--- src/sv/tdh_pkg.sv ---
// ----------------------------------------------------------------------------
// tdh_pkg
// Shared codes and types for the trigger delay / holdoff sequencer.
// ----------------------------------------------------------------------------
`default_nettype none

package tdh_pkg;

   // Request codes carried by req_type.
   localparam logic [1:0] REQ_TICK      = 2'd0;
   localparam logic [1:0] REQ_INITIATE  = 2'd1;
   localparam logic [1:0] REQ_ABORT     = 2'd2;
   localparam logic [1:0] REQ_IMMEDIATE = 2'd3;

   // Sequencer state codes.
   localparam logic [2:0] ST_IDLE    = 3'd0;
   localparam logic [2:0] ST_INIT    = 3'd1;
   localparam logic [2:0] ST_ARMED   = 3'd2;
   localparam logic [2:0] ST_DELAYED = 3'd3;
   localparam logic [2:0] ST_HELDOFF = 3'd4;

   // Configuration register indexes.
   localparam logic [1:0] CSR_DELAY_TICKS     = 2'd0;
   localparam logic [1:0] CSR_HOLDOFF_TICKS   = 2'd1;
   localparam logic [1:0] CSR_CONTINUOUS_MODE = 2'd2;

   localparam int CSR_DATA_W = 32;

   // One result beat.
   typedef struct packed {
      logic       fired;
      logic [2:0] fsm_state;
      logic       logic_restart;
      logic       armed_event;
      logic       delayed_event;
      logic       heldoff_event;
   } result_type;

endpackage

`default_nettype wire

--- src/sv/tdh_step.sv ---
// ----------------------------------------------------------------------------
// tdh_step
// Next-state and result logic for one request of the trigger sequencer.
// ----------------------------------------------------------------------------
`default_nettype none

module tdh_step #(
   parameter int TIMER_WIDTH = 32
) (
   input  wire logic [1:0]             req_code,
   input  wire logic                   hit,
   input  wire logic [2:0]             cur_mode,
   input  wire logic [TIMER_WIDTH-1:0] cur_delay_count,
   input  wire logic [TIMER_WIDTH-1:0] cur_holdoff_count,
   input  wire logic                   cur_pending,
   input  wire logic [TIMER_WIDTH-1:0] delay_ticks,
   input  wire logic [TIMER_WIDTH-1:0] holdoff_ticks,
   input  wire logic                   continuous_mode,
   output logic      [2:0]             nxt_mode,
   output logic      [TIMER_WIDTH-1:0] nxt_delay_count,
   output logic      [TIMER_WIDTH-1:0] nxt_holdoff_count,
   output logic                        nxt_pending,
   output tdh_pkg::result_type         result
);

   logic [TIMER_WIDTH-1:0] delay_inc;
   logic [TIMER_WIDTH-1:0] holdoff_inc;

   assign delay_inc   = cur_delay_count + TIMER_WIDTH'(1);
   assign holdoff_inc = cur_holdoff_count + TIMER_WIDTH'(1);

   always_comb begin
      logic [2:0] mode;
      mode              = cur_mode;
      nxt_mode          = cur_mode;
      nxt_delay_count   = cur_delay_count;
      nxt_holdoff_count = cur_holdoff_count;
      nxt_pending       = cur_pending;
      result            = '0;

      unique case (req_code)
         tdh_pkg::REQ_INITIATE: begin
            nxt_mode = tdh_pkg::ST_INIT;
         end
         tdh_pkg::REQ_ABORT: begin
            nxt_mode = tdh_pkg::ST_IDLE;
         end
         tdh_pkg::REQ_IMMEDIATE: begin
            nxt_pending = 1'b1;
         end
         default: begin
            // A tick consumes any pending immediate request.
            result.fired = cur_pending;
            nxt_pending  = 1'b0;

            // An initiated sequencer restarts the trigger logic and arms in
            // the same tick, then evaluates the hit as armed.
            if (cur_mode == tdh_pkg::ST_INIT) begin
               result.logic_restart = 1'b1;
               result.armed_event   = 1'b1;
               mode                 = tdh_pkg::ST_ARMED;
            end
            nxt_mode = mode;

            unique case (mode)
               tdh_pkg::ST_ARMED: begin
                  if (hit) begin
                     nxt_delay_count = '0;
                     if (delay_ticks != '0) begin
                        nxt_mode             = tdh_pkg::ST_DELAYED;
                        result.delayed_event = 1'b1;
                     end else begin
                        result.fired = 1'b1;
                        if (!continuous_mode) begin
                           nxt_mode = tdh_pkg::ST_IDLE;
                        end else begin
                           nxt_holdoff_count = '0;
                           if (holdoff_ticks != '0) begin
                              nxt_mode             = tdh_pkg::ST_HELDOFF;
                              result.heldoff_event = 1'b1;
                           end else begin
                              nxt_mode = tdh_pkg::ST_INIT;
                           end
                        end
                     end
                  end
               end
               tdh_pkg::ST_DELAYED: begin
                  nxt_delay_count = delay_inc;
                  if (delay_inc >= delay_ticks) begin
                     result.fired = 1'b1;
                     if (!continuous_mode) begin
                        nxt_mode = tdh_pkg::ST_IDLE;
                     end else if (holdoff_ticks != '0) begin
                        // Holdoff continues counting from the elapsed delay.
                        nxt_holdoff_count    = delay_inc;
                        nxt_mode             = tdh_pkg::ST_HELDOFF;
                        result.heldoff_event = 1'b1;
                     end else begin
                        nxt_mode = tdh_pkg::ST_INIT;
                     end
                  end
               end
               tdh_pkg::ST_HELDOFF: begin
                  nxt_holdoff_count = holdoff_inc;
                  if (holdoff_inc >= holdoff_ticks) begin
                     nxt_mode = tdh_pkg::ST_INIT;
                  end
               end
               default: begin
                  // Idle and unused codes hold.
               end
            endcase
         end
      endcase

      result.fsm_state = nxt_mode;
   end

endmodule

`default_nettype wire

--- src/sv/trigger_delay_holdoff_fsm_core.sv ---
// ----------------------------------------------------------------------------
// trigger_delay_holdoff_fsm_core
// Trigger sequencer with idle, initiated, armed, delayed and holdoff states.
// ----------------------------------------------------------------------------
// Path: an accepted request beat passes the input register, then the
// response register, from which its response beat is offered.
// Throughput: one request per clock unless the response side stalls; the
// state update is a single pass of counter increments and compares between the two registers.
// Reset (synchronous, active high) returns the sequencer to idle, clears both
// counters, the pending immediate request and all configuration registers.
`default_nettype none

module trigger_delay_holdoff_fsm_core #(
   parameter int TIMER_WIDTH = 32
) (
   input  wire logic                           clock,
   input  wire logic                           reset,

   input  wire logic                           req_valid,
   output logic                                req_stall,
   input  wire logic [1:0]                     req_type,
   input  wire logic                           req_logic_hit,

   output logic                                rsp_valid,
   input  wire logic                           rsp_stall,
   output logic                                rsp_fired,
   output logic      [2:0]                     rsp_fsm_state,
   output logic                                rsp_logic_restart,
   output logic                                rsp_armed_event,
   output logic                                rsp_delayed_event,
   output logic                                rsp_heldoff_event,

   input  wire logic                           csr_write_en,
   input  wire logic [1:0]                     csr_index,
   input  wire logic [tdh_pkg::CSR_DATA_W-1:0] csr_wdata
);

   // Configuration registers. The timer registers keep their low
   // TIMER_WIDTH bits.
   logic [TIMER_WIDTH-1:0] delay_ticks_ff;
   logic [TIMER_WIDTH-1:0] holdoff_ticks_ff;
   logic                   continuous_mode_ff;

   always_ff @(posedge clock) begin
      if (reset) begin
         delay_ticks_ff     <= '0;
         holdoff_ticks_ff   <= '0;
         continuous_mode_ff <= 1'b0;
      end else if (csr_write_en) begin
         unique case (csr_index)
            tdh_pkg::CSR_DELAY_TICKS:     delay_ticks_ff     <= csr_wdata[TIMER_WIDTH-1:0];
            tdh_pkg::CSR_HOLDOFF_TICKS:   holdoff_ticks_ff   <= csr_wdata[TIMER_WIDTH-1:0];
            tdh_pkg::CSR_CONTINUOUS_MODE: continuous_mode_ff <= csr_wdata[0];
            default: begin
               // Index outside the register list: ignored.
            end
         endcase
      end
   end

   // Input register. It moves into the update stage whenever the response
   // register is empty or being drained in the same cycle, so a new beat is
   // taken every clock unless the response side stalls.
   logic       in_valid_ff;
   logic       in_valid_in;
   logic [1:0] in_type_ff;
   logic       in_hit_ff;
   logic       rsp_valid_ff;
   logic       rsp_valid_in;
   logic       advance;
   logic       req_accept;

   assign advance    = in_valid_ff && (!rsp_valid_ff || !rsp_stall);
   assign req_stall  = in_valid_ff && !advance;
   assign req_accept = req_valid && !req_stall;

   assign in_valid_in  = req_accept || (in_valid_ff && !advance);
   assign rsp_valid_in = advance || (rsp_valid_ff && rsp_stall);

   always_ff @(posedge clock) begin
      if (reset) begin
         in_valid_ff  <= 1'b0;
         rsp_valid_ff <= 1'b0;
      end else begin
         in_valid_ff  <= in_valid_in;
         rsp_valid_ff <= rsp_valid_in;
      end
   end

   always_ff @(posedge clock) begin
      if (req_accept) begin
         in_type_ff <= req_type;
         in_hit_ff  <= req_logic_hit;
      end
   end

   // Sequencer state. It is updated exactly once for each beat, at the edge
   // where that beat moves into the response register.
   logic [2:0]             mode_ff;
   logic [TIMER_WIDTH-1:0] delay_count_ff;
   logic [TIMER_WIDTH-1:0] holdoff_count_ff;
   logic                   pending_ff;
   logic [2:0]             mode_in;
   logic [TIMER_WIDTH-1:0] delay_count_in;
   logic [TIMER_WIDTH-1:0] holdoff_count_in;
   logic                   pending_in;
   tdh_pkg::result_type    result_in;
   tdh_pkg::result_type    result_ff;

   tdh_step #(
      .TIMER_WIDTH (TIMER_WIDTH)
   ) u_step (
      .req_code          (in_type_ff),
      .hit               (in_hit_ff),
      .cur_mode          (mode_ff),
      .cur_delay_count   (delay_count_ff),
      .cur_holdoff_count (holdoff_count_ff),
      .cur_pending       (pending_ff),
      .delay_ticks       (delay_ticks_ff),
      .holdoff_ticks     (holdoff_ticks_ff),
      .continuous_mode   (continuous_mode_ff),
      .nxt_mode          (mode_in),
      .nxt_delay_count   (delay_count_in),
      .nxt_holdoff_count (holdoff_count_in),
      .nxt_pending       (pending_in),
      .result            (result_in)
   );

   always_ff @(posedge clock) begin
      if (reset) begin
         mode_ff          <= tdh_pkg::ST_IDLE;
         delay_count_ff   <= '0;
         holdoff_count_ff <= '0;
         pending_ff       <= 1'b0;
      end else if (advance) begin
         mode_ff          <= mode_in;
         delay_count_ff   <= delay_count_in;
         holdoff_count_ff <= holdoff_count_in;
         pending_ff       <= pending_in;
      end
   end

   // Response register: holds its beat while the consumer stalls.
   always_ff @(posedge clock) begin
      if (advance) begin
         result_ff <= result_in;
      end
   end

   assign rsp_valid         = rsp_valid_ff;
   assign rsp_fired         = result_ff.fired;
   assign rsp_fsm_state     = result_ff.fsm_state;
   assign rsp_logic_restart = result_ff.logic_restart;
   assign rsp_armed_event   = result_ff.armed_event;
   assign rsp_delayed_event = result_ff.delayed_event;
   assign rsp_heldoff_event = result_ff.heldoff_event;

   // Assertions.

   // The state register never leaves the five defined codes.
   assert property (@(posedge clock) disable iff (reset)
      mode_ff == tdh_pkg::ST_IDLE || mode_ff == tdh_pkg::ST_INIT ||
      mode_ff == tdh_pkg::ST_ARMED || mode_ff == tdh_pkg::ST_DELAYED ||
      mode_ff == tdh_pkg::ST_HELDOFF)
      else $error("sequencer state left the defined codes");

   // A command beat never fires and never pulses an event.
   assert property (@(posedge clock) disable iff (reset)
      (advance && in_type_ff != tdh_pkg::REQ_TICK) |=>
         (rsp_valid_ff && !result_ff.fired && !result_ff.logic_restart &&
          !result_ff.armed_event && !result_ff.delayed_event &&
          !result_ff.heldoff_event))
      else $error("command beat produced a fire or event pulse");

   // Arming always comes with a restart of the trigger logic.
   assert property (@(posedge clock) disable iff (reset)
      (rsp_valid_ff && result_ff.armed_event) |-> result_ff.logic_restart)
      else $error("armed without logic restart");

   // A delayed event always comes with the delayed state, never with a holdoff event.
   assert property (@(posedge clock) disable iff (reset)
      (rsp_valid_ff && result_ff.delayed_event) |->
         (!result_ff.heldoff_event && result_ff.fsm_state == tdh_pkg::ST_DELAYED))
      else $error("delayed event with inconsistent state");

endmodule

`default_nettype wire

--- config.mk ---
export PLATFORM = sky130hd
export DESIGN_NAME = trigger_delay_holdoff_fsm_core
export DESIGN_NICKNAME = d
export VERILOG_FILES = /design/src/sv/tdh_pkg.sv /design/src/sv/tdh_step.sv /design/src/sv/trigger_delay_holdoff_fsm_core.sv
export SDC_FILE = /design/constraint.sdc
export NUM_CORES = 1
export LEC_CHECK = 0
export ABC_AREA = 1
export CORE_UTILIZATION = 35
export DETAILED_ROUTE_END_ITERATION = 7
export DONT_BUFFER_PORTS = 1
export GPL_TIMING_DRIVEN = 0
export HOLD_SLACK_MARGIN = 0.15
export SLEW_MARGIN = 20
export SYNTH_ARGS = -nofsm -noshare
export SYNTH_HDL_FRONTEND = slang
export SYNTH_SLANG_ARGS = --single-unit
--- constraint.sdc ---
create_clock -name clock -period 5.6 [get_ports clock]
set_input_delay 0.56 -clock clock [delete_from_list [all_inputs] [get_ports clock]]
set_output_delay 0.56 -clock clock [all_outputs]
set_load 0.01 [all_outputs]
---- Word level (Yosys, flattened, before mapping) ----
Cells that the tools add are included.
storage, ports and cells
  register bits after elaboration ......... 146
  latch bits .............................. 0
  memory bits (writable) .................. 0
  bits in read-only memories .............. 0
  input port bits ......................... 42
  output and inout bits ................... 10
  logic and storage cells ................. 97
  memories ................................ 0
cells by class
  add/sub/neg operators ................... 2
  multiply operators ...................... 0
  divide/modulo/power cells ............... 0
  magnitude comparators ................... 2
  eq/ne operators ......................... 15
  shift operators ......................... 0
  multiplexer cells ....................... 32
  bitwise operators ....................... 4
  reductions and logical operators ........ 25
operator list
  cell                                                             count
  32-bit two-way mux                                               7
  32-bit one-hot mux with 3 select lines                           1
  32-bit by 1-bit adder with 32-bit output, second input constant  2
  32-bit >= comparator                                             2
  32-bit one-hot mux with 2 select lines                           1
  32-bit nonzero test                                              2
  3-bit two-way mux                                                8
  3-bit one-hot mux with 3 select lines                            2
  1-bit two-way mux                                                9
  9-bit AND reduction                                              1
  2-bit != test, second input constant                             4
  2-bit AND reduction                                              4
  2-bit == test, second input constant                             3
  3-bit by 2-bit == test with 1-bit output, second input constant  2
  1-bit one-hot mux with 2 select lines                            3
  5-bit OR reduction                                               1
  2-bit by 1-bit == test with 1-bit output, second input constant  2
  1-bit logical AND                                                4
  1-bit logical NOT                                                4
  2-bit by 1-bit != test with 1-bit output, second input constant  2
  1-bit inverter                                                   4
  4-bit AND reduction                                              1
  3-bit by 1-bit == test with 1-bit output, second input constant  1
  3-bit == test, second input constant                             1
  7 further kinds                                                  9

---- Depth between registers and ports, before layout ----
Gate-level depths: netlist of run 1.
  word-level depth ........................ 8
  depth in mapped cells ................... 27
  mapped depth without buffers ............ 27

---- Cells and area by module ----
From an unflattened synthesis of run 1, not the netlist that was laid out.
second synthesis, totals
  cell total of the unflattened synthesis .. 1949
  area total of the unflattened synthesis .. 11720.0 um^2
by module, submodules not included
  module                          times used  cells each  area an instance (um^2)  seq. area each (um^2)
  trigger_delay_holdoff_fsm_core  1           823         6110.9                   3032.9
  tdh_step                        1           1126        5609.1                   0.0

---- Least setup slack after synthesis of run 1 ----
OpenSTA, ideal clock, no wires.
  path type ............................... reg2reg
  start ................................... reg delay_count_ff[0]
  end ..................................... reg holdoff_count_ff[1]
  library setup time ...................... 119 ps
  arrival ................................. 2993 ps
  data required time ...................... 5481 ps
  slack ................................... 2488 ps
  stages on the path, launching flop included .. 23
  buffers on the path ..................... 1
  period minus slack after synthesis ...... 3112 ps
  cell sequence ........................... dfxtp_1 > ha_1 > nand2_1 > nor2_2 > nand2_2 > nor2_1 > nand2_1 > nor2_1 > nand3_1 > xor2_1 > clkinv_1 > ha_1 > nand2_1 > nor2_1 > nor3_1 > nand2_1 > a21oi_1 > nand3_1 > nand2_1 > inv_2 > buf_4 > o21ai_0 > nor2_1
on the way
  word-level cells in the longest chain between the ends .. 5
  elaborated cells on any way between the ends .. 8
  those cells by class .................... 1 x add/sub; 1 x order compare; 1 x eq/ne; 4 x mux; 1 x reduce/logical
ends and longest elaborated chain
  item                                                                          RTL line                               text
  from (decl)                                                                   trigger_delay_holdoff_fsm_core.sv:100  logic [TIMER_WIDTH-1:0] delay_count_ff;
  from (signal assigned)                                                        trigger_delay_holdoff_fsm_core.sv:137  delay_count_ff <= delay_count_in;
  32-bit by 1-bit adder with 32-bit output *                                    tdh_step.sv:29                         assign delay_inc = cur_delay_count + TIMER_WIDTH'(1);
  parallel branches: the longest is 4 deep, another holds 32-bit >= comparator  n/a
  to (signal assigned)                                                          trigger_delay_holdoff_fsm_core.sv:138  holdoff_count_ff <= holdoff_count_in;
  to (decl)                                                                     trigger_delay_holdoff_fsm_core.sv:101  logic [TIMER_WIDTH-1:0] holdoff_count_ff;
Every way passes the cells marked *. The select of a mux whose other input is x is not followed.
A chain may end at the register's enable or synchronous reset.

---- Worst setup path in the final report of run 1 ----
  start ................................... reg delay_count_ff[0]
  end ..................................... reg holdoff_count_ff[25]
The elaborated chain is that of the path after synthesis.

==> results.json, run 1 <==
{
  "final_area_um2": 9890,
  "crit_top_cell": "nand2_1",
  "critPathMaxStageDelay_ns": 0.46,
  "diodes": 0,
  "finClkSkew_ns": 0.0156,
  "clk_latency_ns": 0.43,
  "slew_headroom_pct": 47.0,
  "final_cells": 1636,
  "die_h_um": 161,
  "viasPerCell": 5.19,
  "post-dp-hpwl_mm": 21.9,
  "synth_top_cell_area_share_pct": 30.4,
  "grt_overflow": 0,
  "finalSetupViolCount": 0,
  "synth.largest_area_cell": "dfxtp_1",
  "tns_ns": 0,
  "slew_viol_final": 0,
  "outcome": "completed",
  "grt_max_degree": 17,
  "coreArea_um2": 24600,
  "htree_levels": 4,
  "drv_cap": 0,
  "synth_seq_cells": 145,
  "n_fill_cell": 2609,
  "cts_buffer_depth": 2,
  "yosys-top-cells-area": "dfxtp_1 (30%), nand2_1 (11%), ha_1 (10%)",
  "drive_above_1_share_pct": 6.10,
  "power_uw": 2550,
  "required_ns": 5.91,
  "first_iter_violations": 759,
  "numCtsBuffers": 17,
  "crit_arrival_ns": 4.38,
  "vias": 8484,
  "num-nets-final": 1412,
  "synth_edf_count": 10,
  "cts_tree": "yes",
  "routabilityCongestion": 0.982,
  "dpl_cell_area_um2": 9300,
  "yosys_warnings": 0,
  "cellPowerDensity_nw_per_um2": 258,
  "yosysSeqAreaShare_pct": 33.8,
  "path_clk_slew_ns": 0.06,
  "endpoint_kind": "flop",
  "grtUsageTotal_pct": 21.9,
  "worstSetupPathType": "reg2reg",
  "hold_violations": 0,
  "cts_setup_buffers": 0,
  "cp_cell_sequence": "ha_1, nand2_1, nor2_2, nand2_2, nor2_1, nand2_1, nor2_1, nand3_1, xor2_1, clkinv_1, ha_1, nand2_1, nor2_1, nor3_1, nand2_1, a21oi_1, nand3_1, nand2_1, inv_2, buf_4, o21ai_0, nor2_1",
  "die_w_um": 161,
  "totalWireLength_mm": 28.2,
  "period_share_pct": 72.7,
  "wire_per_inst_um": 17.2,
  "synth_ff_type": "dfxtp_1",
  "first_pass_iters": 7,
  "synth_nets": 1393,
  "ctsResizeCount": 0,
  "cts_sinks": 145,
  "route.antenna.remaining_nets": 0,
  "syn_inst": 1280,
  "num_io_pins": 52,
  "placement_rows": 57,
  "cts-root-buf": "clkbuf_16",
  "fin_crit_ns": 4.07,
  "regArea_um2": 3000,
  "ys_top_cells_by_count": "nand2_1 (249), inv_1 (169), a21oi_1 (138)",
  "antenna_found_initial": 0,
  "hold_buffers": 0,
  "rsz0062_at_grt": "false",
  "p_leak_uw": 0.00423,
  "fin_util_pct": 40.2,
  "dp.cells": 1604,
  "port_buffers": 0,
  "max_clock_freq_mhz": 246,
  "async_flop_share_pct": 0,
  "hp-class": "in2reg",
  "cp_slowest_cell": "dfxtp_1",
  "dieArea_um2": 26000,
  "synth_cell_types": 40,
  "synthToLayoutAreaGrowth_pct": 11.2,
  "vdd_drop_max_mv": 0.148,
  "syn_area_um2": 8890,
  "worstPathMaxFanout": 10,
  "synth_most_common_cell": "nand2_1",
  "grt_pass1_vias": 7795,
  "synth.avg_cell_area_um2": 6.95,
  "multiInputGateArea_um2": 5000,
  "startpoint_type": "flop",
  "initial_core_util_pct": 36.1,
  "grt_pass1_wl_mm": 43.2,
  "drc_errors": 0,
  "worst_pin_slew_ns": 0.795
}
-- state kept, by name, summed over array words and instances, names as in the netlist --
signal	count
holdoff_ticks_ff	32
mode_ff	3
continuous_mode_ff	1
rsp_delayed_event	1
pending_ff	1
delay_count_ff	32
in_valid_ff	1
in_type_ff	2
in_hit_ff	1
holdoff_count_ff	32
rsp_logic_restart	1
rsp_fsm_state	3
rsp_fired	1
rsp_valid	1
rsp_heldoff_event	1
delay_ticks_ff	32
-- cells in the final DEF (no fill, tap or decap), drive strengths merged, types with 29 or more instances in the layout --
master and count:
dfxtp 135, ha 71, nand2 253, nand4 29
o21ai 139, inv 179, nor2 121, xor2 30
nand3 37, a21oi 138, clkbuf 51
-- logic make-up after synthesis --
kind of cell	synth area share, %
XOR/XNOR	4.33
AO/OA/AOI/OAI	18.4
adder cells (fa/ha/maj)	9.99
AND/OR/NAND/NOR	23.6
buffers and inverters	9.99
flip-flops	33.8
-- where the power goes --
group	switching, uW	internal (uW)	leakage [uW]
Combinational	197	85.7	0.00276
Sequential	20.9	1080	0.00119
Clock	482	683	0.000280
Total	700	1850	0.00423
-- critical path: cells and delay by family (launching register included) --
kind            cells  cell delay [ns]
simple gates       14             1.96
fa+ha+maj           2             0.49
flops               1             0.46
buf+inv             3             0.46
compound gates      2             0.35
xor+xnor            1             0.20
-- layer usage --
| layer | GRT usage, % | vias to the layer above | wire (um) |
|---|---|---|---|
| met5 | 0 | - | 0 |
| met4 | 7.12 | 0 | 637 |
| met3 | 5.47 | 46 | 2000 |
| met2 | 35.9 | 297 | 13000 |
| met1 | 28.1 | 3867 | 12600 |
| li1 | - | 4274 | - |
-- stage by stage --
stage / setup WS [ns] / hold slack [ns]
global route: 1.16 / 0.180
global placement: 1.64 / 0.441
CTS: 1.59 / 0.180
floorplan: 2.49 / 0.425
finish: 1.53 / 0.192
detailed placement: 1.62 / 0.447
-- path summary, 6_finish.rpt --
path	startpoint	end	slack [ns]	cells past startpoint
worst max-delay path	delay_count_ff[0]$_SDFFE_PP0P_	holdoff_count_ff[25]$_SDFFE_PP0P_	1.53	22
worst max register to register	delay_count_ff[0]$_SDFFE_PP0P_	holdoff_count_ff[25]$_SDFFE_PP0P_	1.53	22
worst min register to register	pending_ff$_SDFFE_PP0P_	pending_ff$_SDFFE_PP0P_	0.45	2
worst min-delay path	reset	rsp_valid$_SDFF_PP0_	0.19	1
-- cell type report --
type / instances / area share, %
inverters: 184 / 6.98
clock inverters: 11 / 1.33
multi-input cells: 906 / 50.6
flip-flops and latches: 145 / 30.4
clock buffers: 21 / 4.66
well taps: 324 / 4.10
plain buffers: 45 / 2.00
Note: power is estimated with default switching activity, not from simulation.
==> run 2: changes to the inputs <==
Clock period 5.6 ns to 4 ns, I/O delays scaled along.
==> run 2 against run 1 <==
  * Register-to-register slack got worse by 1.2 ns
  * Combinational power grew 43%
  * Sequential power increased by 40%
  * Clock power rose by 39%
  * Critical path depth is 4 lower
  * Critical endpoint unchanged
  * Setup slack worse by 1.2 ns
  * Maximum frequency grew 11%
  * Final cell count is 0.49% higher
  * First-iteration DRC count is 3.6% lower
  * Sequential share of layout area decreased by 0.33 points
  * Global-route usage is 0.14 points higher
  * Via count up 0.51%
==> results.json, run 2 (synthesis gave the netlist of run 1 again) <==
{
  "outcome": "completed",
  "clk_latency_ns": 0.44,
  "grt_pass1_vias": 7839,
  "routabilityCongestion": 0.982,
  "dieArea_um2": 26000,
  "highest_layer": "met4",
  "rr_worst_depth": 18,
  "power_uw": 3580,
  "cpLargestDelayFamily": "simple AND/OR/NAND/NOR gates",
  "period_share_pct": 91.3,
  "tns_ns": 0,
  "hold_violations": 0,
  "cts_buffer_depth": 2,
  "worst_pin_slew_ns": 0.802,
  "cts-root-buf": "clkbuf_16",
  "cts_tree": "yes",
  "vdd_drop_max_mv": 0.211,
  "totalWireLength_mm": 28.3,
  "max_clock_freq_mhz": 274,
  "num_io_pins": 52,
  "drt-met1-wl_mm": 12.6,
  "htree_levels": 4,
  "grt_overflow": 0,
  "first_pass_iters": 5,
  "drv_cap": 0,
  "drive_above_1_share_pct": 6.82,
  "fin_crit_ns": 3.65,
  "die_h_um": 161,
  "dp_worst_setup_slack_ns": 0.0249,
  "crit_arrival_ns": 3.97,
  "worstSetupPathType": "reg2reg",
  "rsz0062_at_grt": "false",
  "slew_viol_final": 0,
  "grt_pass1_wl_mm": 43.5,
  "vias": 8527,
  "path_clk_slew_ns": 0.06,
  "num-nets-final": 1420,
  "critPathMaxStageDelay_ns": 0.38,
  "diodes": 0,
  "hp-class": "in2reg",
  "finClkSkew_ns": 0.0131,
  "startpoint_type": "flop",
  "numCtsBuffers": 17,
  "initial_core_util_pct": 36.1,
  "endpoint_kind": "flop",
  "die_w_um": 161,
  "cp_slowest_cell": "dfxtp_4",
  "grtUsageTotal_pct": 22.1,
  "drc_errors": 0,
  "required_ns": 4.32,
  "coreArea_um2": 24600,
  "post-dp-hpwl_mm": 21.9,
  "viasPerCell": 5.19,
  "slew_headroom_pct": 46.5,
  "p_leak_uw": 0.00427,
  "wl_met2_mm": 13.1,
  "worstPathMaxFanout": 10,
  "port_buffers": 0,
  "fin_ws_ns": 0.346,
  "crit_buf_inv": 3,
  "synthToLayoutAreaGrowth_pct": 12.6,
  "cellPowerDensity_nw_per_um2": 357,
  "grt_max_degree": 17,
  "wire_per_inst_um": 17.2,
  "hold-path-cell-count": 2,
  "finalSetupViolCount": 0,
  "placement_rows": 57,
  "first_iter_violations": 732,
  "route.antenna.remaining_nets": 0,
  "crit_top_cell": "nand2_1",
  "cp.depth": 18,
  "antenna_found_initial": 0,
  "cp_cell_sequence": "inv_1, nor3_4, nand2_1, nor2_1, nand4_1, xnor2_1, ha_1, a21oi_1, o21ai_0, nand2_1, nand2_1, a21oi_1, nand3_2, nand2_2, inv_2, buf_6, o21ai_0, nor2_1",
  "most-common-layout-cells": "nand2_1 (248), inv_1 (169), a21oi_1 (138)",
  "cts_sinks": 145,
  "layout_commonest_cell": "nand2_1",
  "dr_wl_met3_mm": 2.04
}
[run 2: changes by cell type in the layout (fill, tap and decap cells not counted), sizes merged]
cell         delta
dlygate4sd3     +6
buf             +1
clkbuf          +1
[run 2: path summary, 6_finish.rpt]
path,slack [ns],startpoint,to
max,0.35,delay_count_ff[0]$_SDFFE_PP0P_,holdoff_count_ff[25]$_SDFFE_PP0P_
min,0.16,csr_wdata[30],holdoff_ticks_ff[30]$_SDFFE_PP0P_
max reg2reg,0.35,delay_count_ff[0]$_SDFFE_PP0P_,holdoff_count_ff[25]$_SDFFE_PP0P_
min reg2reg,0.45,pending_ff$_SDFFE_PP0P_,pending_ff$_SDFFE_PP0P_
[run 2: per-stage QoR]
| stage | cells | hold slack [ns] | util [%] | area [um^2] |
|---|---|---|---|---|
| global route | 1644 | 0.158 | 40.7 | 10000 |
| floorplan | 1280 | 0.425 | - | 8890 |
| global placement | 1604 | 0.441 | 37.8 | 9300 |
| finish | 1644 | 0.162 | 40.7 | 10000 |
| detailed placement | 1604 | 0.447 | 37.8 | 9300 |
| CTS | 1642 | 0.159 | 40.4 | 9950 |
[run 2: report_power, final]
| group | internal (uW) | leakage (uW) | switching (uW) | total [uW] |
|---|---|---|---|---|
| sequential | 1510 | 0.00120 | 29.3 | 1540 |
| combinational | 125 | 0.00279 | 278 | 404 |
| clock | 956 | 0.000280 | 674 | 1630 |
| total | 2590 | 0.00427 | 982 | 3580 |
[run 2: layer usage]
| layer | global-route usage, % | vias up |
|---|---|---|
| met5 | 0 | - |
| met4 | 7.29 | 0 |
| met3 | 5.42 | 43 |
| met2 | 36.0 | 287 |
| met1 | 28.4 | 3907 |
| li1 | - | 4290 |
[run 2: cell type report]
type,count,area (um^2)
plain buffers,45,208
flip-flops and latches,145,3010
well taps,324,405
clock buffers,21,460
inverters,184,691
clock inverters,11,131
repair buffers,8,75.1
multi-input cells,906,5030
fillers,2604,14600
[run 2: what timing repair did]
item                                   CTS  global route
buffers inserted                         0             2
setup endpoints to repair                1            37
gates cloned                             0             0
resized for setup                        1            13
hold buffers                             6             0
endpoints found under the hold margin   11             0
pin swaps                                0             4
==> run 3: changes to the inputs <==
Clock period 4 ns to 4.6 ns, I/O delays scaled along.
==> run 3 against run 2 <==
  * Core utilization shrank 0.29 points
  * Setup slack gained 0.21 ns
  * Sequential power shrank 13%
  * Clock power shrank 13%
  * Global-route usage shrank 0.055 points
==> results.json, run 3 (synthesis gave the netlist of run 1 again) <==
{
  "outcome": "completed",
  "totalWireLength_mm": 28.3,
  "met1_usage_pct": 28.2,
  "drc_errors": 0,
  "num-nets-final": 1417,
  "final_cells": 1641,
  "die_h_um": 161,
  "most-common-layout-cells": "nand2_1 (249), inv_1 (169), a21oi_1 (138)",
  "routabilityCongestion": 0.982,
  "dp.cells": 1604,
  "max_clock_freq_mhz": 247,
  "drive_above_1_share_pct": 6.07,
  "crit_buf_inv": 3,
  "antenna_found_initial": 0,
  "route.antenna.remaining_nets": 0,
  "grt_busiest_layer": "met2",
  "slew_viol_final": 0,
  "startpoint_type": "flop",
  "cellPowerDensity_nw_per_um2": 313,
  "crit_top_cell": "nand2_1",
  "dieArea_um2": 26000,
  "initial_core_util_pct": 36.1,
  "vias": 8516,
  "cts_buffer_depth": 2,
  "num_io_pins": 52,
  "path_clk_slew_ns": 0.07,
  "grtUsageTotal_pct": 22.0,
  "grt_max_degree": 17,
  "port_buffers": 0,
  "die_w_um": 161,
  "synthToLayoutAreaGrowth_pct": 11.8,
  "dp_worst_setup_slack_ns": 0.625,
  "use_met3_pct": 5.47,
  "cts-root-buf": "clkbuf_16",
  "drv_cap": 0,
  "first_iter_violations": 702,
  "tns_ns": 0,
  "met2_usage_pct": 36.1,
  "grt_pass1_vias": 7822,
  "post-dp-hpwl_mm": 21.9,
  "hp-class": "in2reg",
  "required_ns": 4.91,
  "ctsResizeCount": 0,
  "period_share_pct": 87.9,
  "rsz0062_at_grt": "false",
  "cts_tree": "yes",
  "cpLargestDelayFamily": "simple AND/OR/NAND/NOR gates",
  "worstPathMaxFanout": 10,
  "diodes": 0,
  "hold_ws_ns": 0.166,
  "grt_pass1_wl_mm": 43.4,
  "hold_violations": 0,
  "cp_cell_sequence": "ha_1, nand2_1, nor2_2, nand2_2, nor2_1, nand2_1, nor2_1, nand3_1, xor2_1, clkinv_1, ha_1, nand2_1, nor2_1, nor3_1, nand2_1, a21oi_1, nand3_1, nand2_1, inv_2, buf_4, o21ai_0, nor2_1",
  "first_pass_iters": 5,
  "fin_crit_ns": 4.04,
  "finClkSkew_ns": 0.0117,
  "n_fill_cell": 2608,
  "clk_latency_ns": 0.43,
  "fin_ws_ns": 0.556,
  "critPathMaxStageDelay_ns": 0.45,
  "cp_slowest_cell": "dfxtp_1",
  "grt_overflow": 0,
  "worstSetupPathType": "reg2reg",
  "cts_sinks": 145,
  "worst_pin_slew_ns": 0.802,
  "coreArea_um2": 24600,
  "crit_arrival_ns": 4.36,
  "power_uw": 3110,
  "endpoint_kind": "flop",
  "slew_headroom_pct": 46.5,
  "p_leak_uw": 0.00425,
  "viasPerCell": 5.19,
  "wire_per_inst_um": 17.2,
  "layout_commonest_cell": "nand2_1",
  "numCtsBuffers": 17,
  "htree_levels": 4,
  "finalSetupViolCount": 0,
  "vdd_drop_max_mv": 0.181,
  "placement_rows": 57
}
-- run 3: path summary, 6_finish.rpt --
check	startpoint	end	cells past startpoint	slack, ns
worst min register to register	pending_ff$_SDFFE_PP0P_	pending_ff$_SDFFE_PP0P_	2	0.45
worst max-delay path	delay_count_ff[0]$_SDFFE_PP0P_	holdoff_count_ff[25]$_SDFFE_PP0P_	22	0.56
worst max register to register	delay_count_ff[0]$_SDFFE_PP0P_	holdoff_count_ff[25]$_SDFFE_PP0P_	22	0.56
worst min-delay path	reset	mode_ff[0]$_SDFFE_PP0P_	3	0.17
-- run 3: area by class of cell --
cell class	count	area [um^2]	area share, %
buffer	45	198	1.99
clock buffer	21	460	4.63
clock inverter	11	131	1.32
inverter	184	691	6.95
multi-input combinational	906	5000	50.3
sequential	145	3000	30.2
tap	324	405	4.08
timing repair buffer	5	50.0	0.504
-- run 3: metrics by stage --
stage          cell area, um^2  util, %
5_1_grt                   9940     40.4
2_1_floorplan             8890        -
6_report                  9940     40.4
4_1_cts                   9940     40.4
3_5_place_dp              9300     37.8
3_3_place_gp              9300     37.8
-- run 3: what timing repair did --
item                      CTS  global route
hold buffers                5             0
hold endpoints to repair    6             0
setup buffers               0             0
-- run 3: worst register-to-register path, stage by stage, from the launching register on --
cell and delay, ns:
dfxtp_1 0.45, ha_1 0.21, nand2_1 0.09, nor2_2 0.17, nand2_2 0.13, nor2_1 0.25, nand2_1 0.17, nor2_1 0.18
nand3_1 0.11, xor2_1 0.19, clkinv_1 0.13, ha_1 0.28, nand2_1 0.08, nor2_1 0.05, nor3_1 0.12, nand2_1 0.09
a21oi_1 0.17, nand3_1 0.17, nand2_1 0.29, inv_2 0.12, buf_4 0.21, o21ai_0 0.19, nor2_1 0.07
-- run 3: routing by layer --
metal  vias to the layer above  part of all wire [%]
met5                         -                     0
met4                         0                   2.4
met3                        45                   6.7
met2                       276                    46
met1                      3918                    45
li1                       4277                     -
-- run 3: power by group --
group          switching (uW)  total [uW]  internal (uW)
clock                     588        1420            832
sequential               25.4        1340           1320
combinational             241         348            107
